`src/rtl/n2r_pkg.sv`:
```
// Shared types, constants and helper functions for the nested-to-ring index converter.
`timescale 1ns / 1ps
`default_nettype none
package n2r_pkg;

  localparam int NEST_W    = 62;
  localparam int ORD_W     = 5;
  localparam int MAX_ORDER = 29;
  localparam int COORD_W   = MAX_ORDER;
  localparam int NSIDE_W   = COORD_W + 1;
  localparam int JR_W      = NSIDE_W + 1;
  localparam int JP_W      = NSIDE_W + 2;
  localparam int NUM_W     = JP_W + 2;
  localparam int PROD_W    = 2 * NSIDE_W;
  localparam int FACE_W    = 4;
  localparam int SHIFT_W   = 6;

  localparam logic [ORD_W-1:0] MAX_ORD = ORD_W'(MAX_ORDER);

  // after face split and de-interleave
  typedef struct packed {
    logic               oor;
    logic               last;
    logic [FACE_W-1:0]  face;
    logic [COORD_W-1:0] ix;
    logic [COORD_W-1:0] iy;
    logic [JR_W-1:0]    jr;
  } dec_t;

  // after ring region and phase
  typedef struct packed {
    logic               oor;
    logic               last;
    logic               north;
    logic               south;
    logic [NSIDE_W-1:0] mul_a;
    logic [NSIDE_W-1:0] mul_b;
    logic [NEST_W-1:0]  base;
    logic [JP_W-1:0]    jp;
  } loc_t;

  // after cap product
  typedef struct packed {
    logic              oor;
    logic              last;
    logic              north;
    logic              south;
    logic [PROD_W-1:0] prod;
    logic [NEST_W-1:0] base;
    logic [JP_W-1:0]   jp;
  } mul_t;

  function automatic logic [2:0] ring_base(input logic [FACE_W-1:0] face);
    logic [2:0] r;
    case (face) inside
      [4'd0:4'd3]:  r = 3'd2;
      [4'd4:4'd7]:  r = 3'd3;
      [4'd8:4'd11]: r = 3'd4;
      default:      r = 3'd0;
    endcase
    return r;
  endfunction

  function automatic logic [2:0] phase_base(input logic [FACE_W-1:0] face);
    logic [2:0] r;
    case (face) inside
      4'd0, 4'd8:  r = 3'd1;
      4'd1, 4'd9:  r = 3'd3;
      4'd2, 4'd10: r = 3'd5;
      4'd3, 4'd11: r = 3'd7;
      4'd5:        r = 3'd2;
      4'd6:        r = 3'd4;
      4'd7:        r = 3'd6;
      default:     r = 3'd0;
    endcase
    return r;
  endfunction

  // gather the even bits of v
  function automatic logic [COORD_W-1:0] compact(input logic [NEST_W-1:0] v);
    logic [COORD_W-1:0] r;
    for (int k = 0; k < COORD_W; k++) begin
      r[k] = v[2*k];
    end
    return r;
  endfunction

endpackage
`default_nettype wire

```
`src/rtl/n2r_decode.sv`:
```
// Face split, range check, sub-index de-interleave and ring number.
`timescale 1ns / 1ps
`default_nettype none
module n2r_decode (
  input  logic [n2r_pkg::ORD_W-1:0]  ord,
  input  logic [n2r_pkg::NEST_W-1:0] nest,
  input  logic                       last,
  output n2r_pkg::dec_t              dec
);

  localparam int NW = n2r_pkg::NEST_W;
  localparam int JW = n2r_pkg::JR_W;

  logic [n2r_pkg::SHIFT_W-1:0] sh;
  logic [NW-1:0]               face_full;
  logic [NW-1:0]               sub;
  logic [2:0]                  rb;
  logic [JW:0]                 rb_n;
  logic [JW:0]                 jr_w;
  logic [n2r_pkg::COORD_W-1:0] ix;
  logic [n2r_pkg::COORD_W-1:0] iy;

  always_comb begin
    sh        = {ord, 1'b0};
    face_full = nest >> sh;
    sub       = nest & ~({NW{1'b1}} << sh);
    ix        = n2r_pkg::compact(sub);
    iy        = n2r_pkg::compact(sub >> 1);
    rb        = n2r_pkg::ring_base(face_full[n2r_pkg::FACE_W-1:0]);
    rb_n      = (JW+1)'(rb) << ord;
    jr_w      = rb_n - (JW+1)'(ix) - (JW+1)'(iy) - (JW+1)'(1);

    dec.oor  = face_full >= NW'(12);
    dec.last = last;
    dec.face = face_full[n2r_pkg::FACE_W-1:0];
    dec.ix   = ix;
    dec.iy   = iy;
    dec.jr   = jr_w[JW-1:0];
  end

endmodule
`default_nettype wire

```
`src/rtl/n2r_locate.sv`:
```
// Cap or belt selection, phase within the ring and operands for the cap product.
`timescale 1ns / 1ps
`default_nettype none
module n2r_locate (
  input  logic [n2r_pkg::ORD_W-1:0] ord,
  input  n2r_pkg::dec_t             dec,
  output n2r_pkg::loc_t             loc
);

  localparam int NW = n2r_pkg::NEST_W;
  localparam int SW = n2r_pkg::NSIDE_W;
  localparam int JW = n2r_pkg::JR_W;
  localparam int PW = n2r_pkg::JP_W;
  localparam int MW = n2r_pkg::NUM_W;
  localparam int HW = n2r_pkg::SHIFT_W;

  logic [SW-1:0] nside;
  logic [JW-1:0] nside_j;
  logic [JW-1:0] three_n;
  logic [PW-1:0] four_n;
  logic          north;
  logic          south;
  logic          belt;
  logic [PW-1:0] south_nr;
  logic [SW-1:0] nr;
  logic [JW-1:0] belt_off;
  logic          kshift;
  logic [PW-1:0] pb_nr;
  logic [MW-1:0] num;
  logic [MW-1:0] num_adj;
  logic [MW-1:0] half;
  logic [MW-1:0] jp_fix;
  logic [NW-1:0] eq_off;
  logic [NW-1:0] ncap;
  logic [NW-1:0] npix;

  always_comb begin
    nside    = SW'(1) << ord;
    nside_j  = JW'(nside);
    three_n  = nside_j + (nside_j << 1);
    four_n   = PW'(nside) << 2;
    north    = dec.jr < nside_j;
    south    = dec.jr > three_n;
    belt     = !north && !south;
    south_nr = four_n - PW'(dec.jr);
    if (north) begin
      nr = dec.jr[SW-1:0];
    end else if (south) begin
      nr = south_nr[SW-1:0];
    end else begin
      nr = nside;
    end
    belt_off = dec.jr - nside_j;
    kshift   = belt && belt_off[0];

    // phase, halved with truncation toward zero
    pb_nr   = PW'(n2r_pkg::phase_base(dec.face)) * PW'(nr);
    num     = MW'(pb_nr) + MW'(dec.ix) - MW'(dec.iy) + MW'(1) + MW'(kshift);
    num_adj = num + MW'(num[MW-1]);
    half    = {num_adj[MW-1], num_adj[MW-1:1]};
    if ($signed(half) > $signed(MW'(four_n))) begin
      jp_fix = half - MW'(four_n);
    end else if ($signed(half) < $signed(MW'(1))) begin
      jp_fix = half + MW'(four_n);
    end else begin
      jp_fix = half;
    end

    eq_off = NW'(belt_off) << (HW'(ord) + HW'(2));
    ncap   = (NW'(1) << {ord, 1'b1}) - (NW'(1) << (HW'(ord) + HW'(1)));
    npix   = NW'(3) << (HW'({ord, 1'b0}) + HW'(2));

    loc.oor   = dec.oor;
    loc.last  = dec.last;
    loc.north = north;
    loc.south = south;
    loc.mul_a = nr;
    loc.mul_b = south ? nr + SW'(1) : nr - SW'(1);
    if (south) begin
      loc.base = npix;
    end else if (belt) begin
      loc.base = ncap + eq_off;
    end else begin
      loc.base = '0;
    end
    loc.jp = jp_fix[PW-1:0];
  end

endmodule
`default_nettype wire

```
`src/rtl/n2r_assemble.sv`:
```
// Pixels before the ring plus phase, with the out-of-range override.
`timescale 1ns / 1ps
`default_nettype none
module n2r_assemble (
  input  n2r_pkg::mul_t              mul,
  output logic [n2r_pkg::NEST_W-1:0] ring_index,
  output logic                       out_of_range,
  output logic                       last_out
);

  localparam int NW = n2r_pkg::NEST_W;

  logic [NW-1:0] prod2;
  logic [NW-1:0] prior;
  logic [NW-1:0] ring;

  always_comb begin
    prod2 = NW'(mul.prod) << 1;
    if (mul.north) begin
      prior = prod2;
    end else if (mul.south) begin
      prior = mul.base - prod2;
    end else begin
      prior = mul.base;
    end
    ring         = prior + NW'(mul.jp) - NW'(1);
    ring_index   = mul.oor ? '0 : ring;
    out_of_range = mul.oor;
    last_out     = mul.last;
  end

endmodule
`default_nettype wire

```
`src/rtl/nested_to_ring_pixel_index_core.sv`:
```
// Top level: order register and the five-register conversion pipeline.
// An item passes the input, decode, locate, multiply and output registers in turn.
// Throughput: one item per cycle while out_ready is high; each stage holds under back-pressure and
// empty stages fill, so out_ready low stalls only as far back as needed.
// Reset (rst_n low, synchronous) empties the pipeline and sets order to 0.
// Stages: input, decode, locate, 30x30 cap multiply, assemble into output.
`timescale 1ns / 1ps
`default_nettype none
module nested_to_ring_pixel_index_core (
  input  logic                        clk,
  input  logic                        rst_n,
  input  logic                        cfg_we,
  input  logic [n2r_pkg::ORD_W-1:0]   cfg_wdata,
  input  logic                        in_valid,
  output logic                        in_ready,
  input  logic [n2r_pkg::NEST_W-1:0]  in_nest_index,
  input  logic                        in_last_in_batch,
  output logic                        out_valid,
  input  logic                        out_ready,
  output logic [n2r_pkg::NEST_W-1:0]  out_ring_index,
  output logic                        out_out_of_range,
  output logic                        out_last_out
);

  logic [n2r_pkg::ORD_W-1:0]  order_r;
  logic [n2r_pkg::ORD_W-1:0]  ord;

  logic                       v0_r, v1_r, v2_r, v3_r, out_valid_r;
  logic                       rdy1, rdy2, rdy3, rdy_out;

  logic [n2r_pkg::NEST_W-1:0] nest_r;
  logic                       last_r;
  n2r_pkg::dec_t              s1_nxt, s1_r;
  n2r_pkg::loc_t              s2_nxt, s2_r;
  n2r_pkg::mul_t              s3_nxt, s3_r;

  logic [n2r_pkg::NEST_W-1:0] ring_nxt, ring_r;
  logic                       oor_nxt, oor_r;
  logic                       last_nxt, last_out_r;

  assign ord = (order_r > n2r_pkg::MAX_ORD) ? n2r_pkg::MAX_ORD : order_r;

  assign rdy_out  = !out_valid_r || out_ready;
  assign rdy3     = !v3_r || rdy_out;
  assign rdy2     = !v2_r || rdy3;
  assign rdy1     = !v1_r || rdy2;
  assign in_ready = !v0_r || rdy1;

  n2r_decode u_decode (
    .ord  (ord),
    .nest (nest_r),
    .last (last_r),
    .dec  (s1_nxt)
  );

  n2r_locate u_locate (
    .ord (ord),
    .dec (s1_r),
    .loc (s2_nxt)
  );

  always_comb begin
    s3_nxt.oor   = s2_r.oor;
    s3_nxt.last  = s2_r.last;
    s3_nxt.north = s2_r.north;
    s3_nxt.south = s2_r.south;
    s3_nxt.prod  = n2r_pkg::PROD_W'(s2_r.mul_a) * n2r_pkg::PROD_W'(s2_r.mul_b);
    s3_nxt.base  = s2_r.base;
    s3_nxt.jp    = s2_r.jp;
  end

  n2r_assemble u_assemble (
    .mul          (s3_r),
    .ring_index   (ring_nxt),
    .out_of_range (oor_nxt),
    .last_out     (last_nxt)
  );

  always_ff @(posedge clk) begin
    if (!rst_n) begin
      order_r     <= '0;
      v0_r        <= 1'b0;
      v1_r        <= 1'b0;
      v2_r        <= 1'b0;
      v3_r        <= 1'b0;
      out_valid_r <= 1'b0;
    end else begin
      if (cfg_we) begin
        order_r <= cfg_wdata;
      end
      if (in_ready) begin
        v0_r <= in_valid;
      end
      if (rdy1) begin
        v1_r <= v0_r;
      end
      if (rdy2) begin
        v2_r <= v1_r;
      end
      if (rdy3) begin
        v3_r <= v2_r;
      end
      if (rdy_out) begin
        out_valid_r <= v3_r;
      end
    end
  end

  always_ff @(posedge clk) begin
    if (in_ready) begin
      nest_r <= in_nest_index;
      last_r <= in_last_in_batch;
    end
    if (rdy1) begin
      s1_r <= s1_nxt;
    end
    if (rdy2) begin
      s2_r <= s2_nxt;
    end
    if (rdy3) begin
      s3_r <= s3_nxt;
    end
    if (rdy_out) begin
      ring_r     <= ring_nxt;
      oor_r      <= oor_nxt;
      last_out_r <= last_nxt;
    end
  end

  assign out_valid        = out_valid_r;
  assign out_ring_index   = ring_r;
  assign out_out_of_range = oor_r;
  assign out_last_out     = last_out_r;

endmodule
`default_nettype wire
```
`config.mk`:
```
export PLATFORM = sky130hd
export DESIGN_NAME = nested_to_ring_pixel_index_core
export DESIGN_NICKNAME = d
export VERILOG_FILES = /design/src/rtl/n2r_pkg.sv /design/src/rtl/n2r_decode.sv /design/src/rtl/n2r_locate.sv /design/src/rtl/n2r_assemble.sv /design/src/rtl/nested_to_ring_pixel_index_core.sv
export SDC_FILE = /design/constraint.sdc
export NUM_CORES = 2
export LEC_CHECK = 0
export BUFFER_PORTS_ARGS = -buffer_cell sky130_fd_sc_hd__buf_2
export CAP_MARGIN = 5
export CORE_MARGIN = 10
export CORE_UTILIZATION = 50
export DETAILED_ROUTE_END_ITERATION = 8
export PLACE_DENSITY = 0.66
export SYNTH_ARGS = -nofsm -noshare
export SYNTH_HDL_FRONTEND = slang
export SYNTH_HIERARCHICAL = 1
export SYNTH_SLANG_ARGS = --single-unit
```
`constraint.sdc`:
```
create_clock -name clk -period 23.7 [get_ports clk]
set_input_delay 4.74 -clock clk [delete_from_list [all_inputs] [get_ports clk]]
set_output_delay 4.74 -clock clk [all_outputs]
set_load 0.005 [all_outputs]
```
Word-level counts from Yosys, hierarchy flattened
Cells that the tools add are included.
{"block": "totals", "ff_bits": 548, "word_cells": 131, "out_inout_bits": 66}
{"block": "op_classes", "shift": 8, "n_addsub": 23, "order_cmp": 12, "n_reduce_logical": 22, "bitwise_logic": 2, "mux": 20, "n_eq_ne": 10, "multipliers": 2}
{"op": "62-bit two-way mux", "count": 4}
{"op": "1-bit by 6-bit << shifter with 62-bit output, first input constant", "count": 2}
{"op": "30-bit two-way mux", "count": 3}
{"op": "34-bit by 1-bit adder with 34-bit output", "count": 2}
{"op": "32-bit two-way mux", "count": 2}
{"op": "62-bit by 32-bit adder with 62-bit output", "count": 1}
{"op": "62-bit adder", "count": 1}
{"op": "62-bit by 4-bit greater-or-equal comparator with 1-bit output, second input constant", "count": 1}
{"op": "2-bit by 6-bit << shifter with 62-bit output, first input constant", "count": 1}
{"op": "31-bit by 6-bit << shifter with 62-bit output", "count": 1}
{"op": "62-bit by 6-bit << shifter with 58-bit output, first input constant", "count": 1}
{"op": "62-bit by 6-bit right shift with 62-bit output", "count": 1}
{"op": "31-bit by 29-bit subtractor with 31-bit output", "count": 2}
{"op": "62-bit by 1-bit subtractor with 62-bit output, second input constant", "count": 1}
{"op": "62-bit by 61-bit subtractor with 62-bit output", "count": 1}
{"op": "62-bit subtractor", "count": 1}
{"op": "30-bit by 30-bit multiplier with 60-bit output", "count": 1}
{"op": "58-bit AND", "count": 1}
{"op": "58-bit NOT", "count": 1}
{"op": "34-bit by 1-bit adder with 34-bit output, second input constant", "count": 1}
{"op": "34-bit by 29-bit subtractor with 34-bit output", "count": 1}
{"op": "32-bit by 29-bit adder with 33-bit output", "count": 1}
{"op": "33-bit > comparator", "count": 1}
{"op": "33-bit by 2-bit < comparator with 1-bit output, second input constant", "count": 1}
{"op": "34 further kinds", "count": 66}

Longest topological paths before layout
{"block": "logic_depth", "depth_word": 17, "mapped_depth": 99, "mapped_depth_nobuf": 91}

Modules after synthesis
Netlist, hierarchy kept.
{"mod": "nested_to_ring_pixel_index_core", "area_each_um2": 46335.7, "cells_per_inst": 3935, "instances": 1}
{"mod": "n2r_locate", "area_each_um2": 23914.2, "cells_per_inst": 3410, "instances": 1}
{"mod": "n2r_assemble", "area_each_um2": 9515.4, "cells_per_inst": 1468, "instances": 1}
{"mod": "n2r_decode", "area_each_um2": 5363.9, "cells_per_inst": 714, "instances": 1}

Least setup slack after synthesis
OpenSTA, ideal clock, no wires.
{"block": "synth_timing", "kind": "reg-to-reg", "startpoint": "reg order_r[1] in the netlist's numbering", "endpoint": "reg s2_r[21] in the netlist's numbering (data pin)", "t_arrival_ps": 19183, "stages_incl_launch_ff": 96, "setup_ps": 276, "required_time_ps": 23424, "period_less_slack_ps": 19459, "setup_slack_ps": 4241, "cell_sequence": "dfxtp_1 inv_1 a31oi_1 clkbuf_1 buf_1 clkbuf_1 clkbuf_1 and2_1 ha_1 clkbuf_1 nand2_1 inv_1 ha_1 a21oi_1 o21bai_1 a21oi_1 o21bai_1 a21oi_1 [... 60 more ...] ha_1 nor2b_1 o21ai_0 a21o_1 a21boi_0 o21ai_0 a211oi_1 o41ai_1 o211ai_1 a21o_1 a211o_1 a21oi_1 nand2_1 and3_1 o211ai_1 buf_2 clkbuf_1 o221ai_1"}
{"element": "start: declaration", "line_no": "nested_to_ring_pixel_index_core.sv:25", "source": "logic [n2r_pkg::ORD_W-1:0] order_r;"}
{"element": "start signal: assignment", "line_no": "nested_to_ring_pixel_index_core.sv:89", "source": "order_r <= cfg_wdata;"}
{"element": "end signal: assignment", "line_no": "nested_to_ring_pixel_index_core.sv:118", "source": "s2_r <= s2_nxt;"}
{"element": "end: declaration", "line_no": "nested_to_ring_pixel_index_core.sv:34", "source": "n2r_pkg::loc_t s2_nxt, s2_r;"}

==> results.py <==
metrics = {
    "run_status": {
        "status": "complete, no violations",
    },
    "clock_network": {
        "hold_buffers": 0,
        "clockRootBuffer": "clkbuf_16",
        "clk_pin_slew_ns": 0.06,
        "cts_num_sinks": 548,
        "h-tree-depth": 3,
        "insertion_delay_ns": 0.70,
        "cts_tree": "done",
        "cts_buffers": 70,
        "clk_path_buf_depth": 3,
    },
    "grt": {
        "antenna_found_initial": 15,
        "grt_max_degree": 74,
        "grt_first_pass_wirelength_um": 435000,
        "grtUsageTotal": 0.303,
        "grt_overflow": 0,
        "grt_pass1_vias": 70726,
    },
    "timing": {
        "rsz0062_at_grt": "no",
        "finClkSkew_ns": 0.0386,
        "fin_crit_ns": 21.84,
        "slew_violations": 0,
        "fin_crit_sh": 0.922,
        "finalHoldViolCount": 0,
        "slew_headroom": 0.194,
        "fmax_mhz": 45.8,
        "fin_ws_ns": 1.86,
        "setup_viol": 0,
        "tns_ns": 0,
        "tightest_slew_ns": 1.20,
    },
    "route": {
        "routedWlPerCell_um": 24.5,
        "drc_errors": 0,
        "via_per_inst": 5.99,
        "vias": 70413,
        "wl_um": 288000,
        "drt_iter0_markers": 5809,
        "first_pass_iters": 6,
        "postRouteAntennaNets": 0,
    },
    "logic_synthesis": {
        "yosys.area_share.simple": 0.166,
        "netlist_area_um2": 85100,
        "synthAdderAreaFrac": 0.334,
        "yosys_warnings": 6,
        "synth_xor_xnor_area_share": 0.0490,
        "synth_mux_area_frac": 0.0296,
        "synth_compound_area_frac": 0.147,
        "synth_cell_types": 140,
        "synth_top_family_by_area": "adder cells",
        "synth.avg_cell_area_um2": 8.94,
        "synth_edf_count": 538,
        "yosys_most_used_dff": "edfxtp_1",
        "synthArstFlopShare": 0,
        "syn-instance-count": 9527,
        "ys_ff_latch": 548,
        "ys_seq_area_frac": 0.192,
    },
    "worst_setup_path": {
        "path_class": "reg2reg",
        "arrival_ns": 22.26,
        "r2r_slack_ns": 1.86,
        "end_kind": "register",
        "crit_path_top_delay_cell": "dfxtp_2",
        "critPathLaunchType": "register",
        "crit_top_cell": "a21oi_1",
        "cp.buffers_inverters": 7,
        "critPathMaxStageDelay_ns": 0.75,
        "cp.required_ns": 24.12,
        "path_delay_family": "compound AO/OA/AOI/OAI gates",
        "worstPathMaxFanout": 40,
    },
    "floorplanning": {
        "core_area_um2": 169000,
        "num_io_pins": 139,
        "row_count": 151,
        "start_util": 0.503,
        "dieArea_um2": 187000,
        "die_w_um": 433,
        "dieHeight_um": 433,
    },
    "finish": {
        "layout_commonest_cell": "inv_1",
        "drive_above_1_share": 0.0616,
        "fill_cells": 15610,
        "syn_to_final_growth_pct": 6.14,
        "final_area_um2": 90400,
        "final_cell_mix": "inv_1, nand2_1, fa_1, ha_1, a21oi_1",
        "fin_nets": 11281,
    },
    "placement": {
        "placed_area_um2": 88000,
        "gp_congestion": 1.01,
        "dp_hpwl_um": 233000,
        "dpl_worst_slack_ns": 1.61,
        "io_buffers": 138,
    },
    "job": {
        "cap_violations": 0,
    },
    "hold_path": {
        "hold_path_class": "reg2reg",
    },
}
[per-stage QoR]
| stage | instances | hold slack (ns) | utilization |
|---|---|---|---|
| after global placement | 11622 | 0.404 | 0.520 |
| after CTS | 11751 | 0.409 | 0.534 |
| after detailed placement | 11624 | 0.405 | 0.520 |
| after floorplan | 9549 | 0.400 | - |
| after global routing | 11751 | 0.418 | 0.534 |
| final | 11753 | 0.414 | 0.534 |
[synth_stat cells (80+ instances only)]
cell	count	area share
inv_1	1389	0.061
nand2_1	977	0.043
fa_1	906	0.21
ha_1	824	0.12
a21oi_1	558	0.033
and2_1	558	0.041
nor2_1	540	0.024
edfxtp_1	538	0.19
o21ai_0	330	0.019
clkbuf_1	325	0.014
xnor2_1	283	0.029
a21o_1	234	0.021
xor2_1	184	0.019
nand3_1	173	0.010
mux2i_1	127	0.015
nor3_1	126	0.0074
nand2b_1	89	0.0065
nor2b_1	89	0.0065
o21bai_1	80	0.0071
[final timing paths]
| check | start | endpoint | depth (start not counted) |
|---|---|---|---|
| setup / recovery | order_r[3]$_SDFFE_PN0P_ | s2_r[15]$_DFFE_PP_ | 88 |
| hold / removal | s2_r[91]$_DFFE_PP_ | s3_r[91]$_DFFE_PP_ | 0 |
| setup reg to reg | order_r[3]$_SDFFE_PN0P_ | s2_r[15]$_DFFE_PP_ | 88 |
| hold reg to reg | s2_r[91]$_DFFE_PP_ | s3_r[91]$_DFFE_PP_ | 0 |
[logic make-up after synthesis]
logic type,after synthesis
buf+inv,1806
simple gates,2877
fa+ha+maj,1730
other cells,1
compound gates,1896
mux,198
flops,548
xor+xnor,471
[metal layers]
metal | share of wire | track usage | vias to the layer above
met2 | 0.47 | 0.500 | 2812
met1 | 0.42 | 0.400 | 35146
met5 | 0.000038 | 0 | -
li1 | - | - | 31927
met3 | 0.072 | 0.0469 | 526
met4 | 0.043 | 0.118 | 2
[flip-flops by register name (all words and copies together) (netlist names)]
name and flops:
last_r 1, nest_r 62, order_r 5, out_last_out 1, out_out_of_range 1, out_ring_index 62
out_valid 1, s1_r 95, s2_r 158, s3_r 158, v0_r 1, v1_r 1
v2_r 1, v3_r 1
[repair_timing]
| item | CTS | global route |
|---|---|---|
| gates resized for setup | 0 | 3 |
| setup endpoints to repair | 0 | 15 |
| setup buffers | 0 | 0 |
[final cells by class]
class | count | area (um^2) | area share
antenna | 2 | 5.00 | 0.0000554
clock buffer | 84 | 1830 | 0.0202
timing repair buffer | 269 | 1670 | 0.0185
clock inverter | 43 | 488 | 0.00540
sequential | 548 | 16400 | 0.181
tap | 2218 | 2780 | 0.0307
inverter | 1394 | 5240 | 0.0580
multi-input combinational | 7195 | 62000 | 0.686
Power is not shown: default switching activity piles up to over one toggle a cycle in this logic, so the estimate is an artifact.
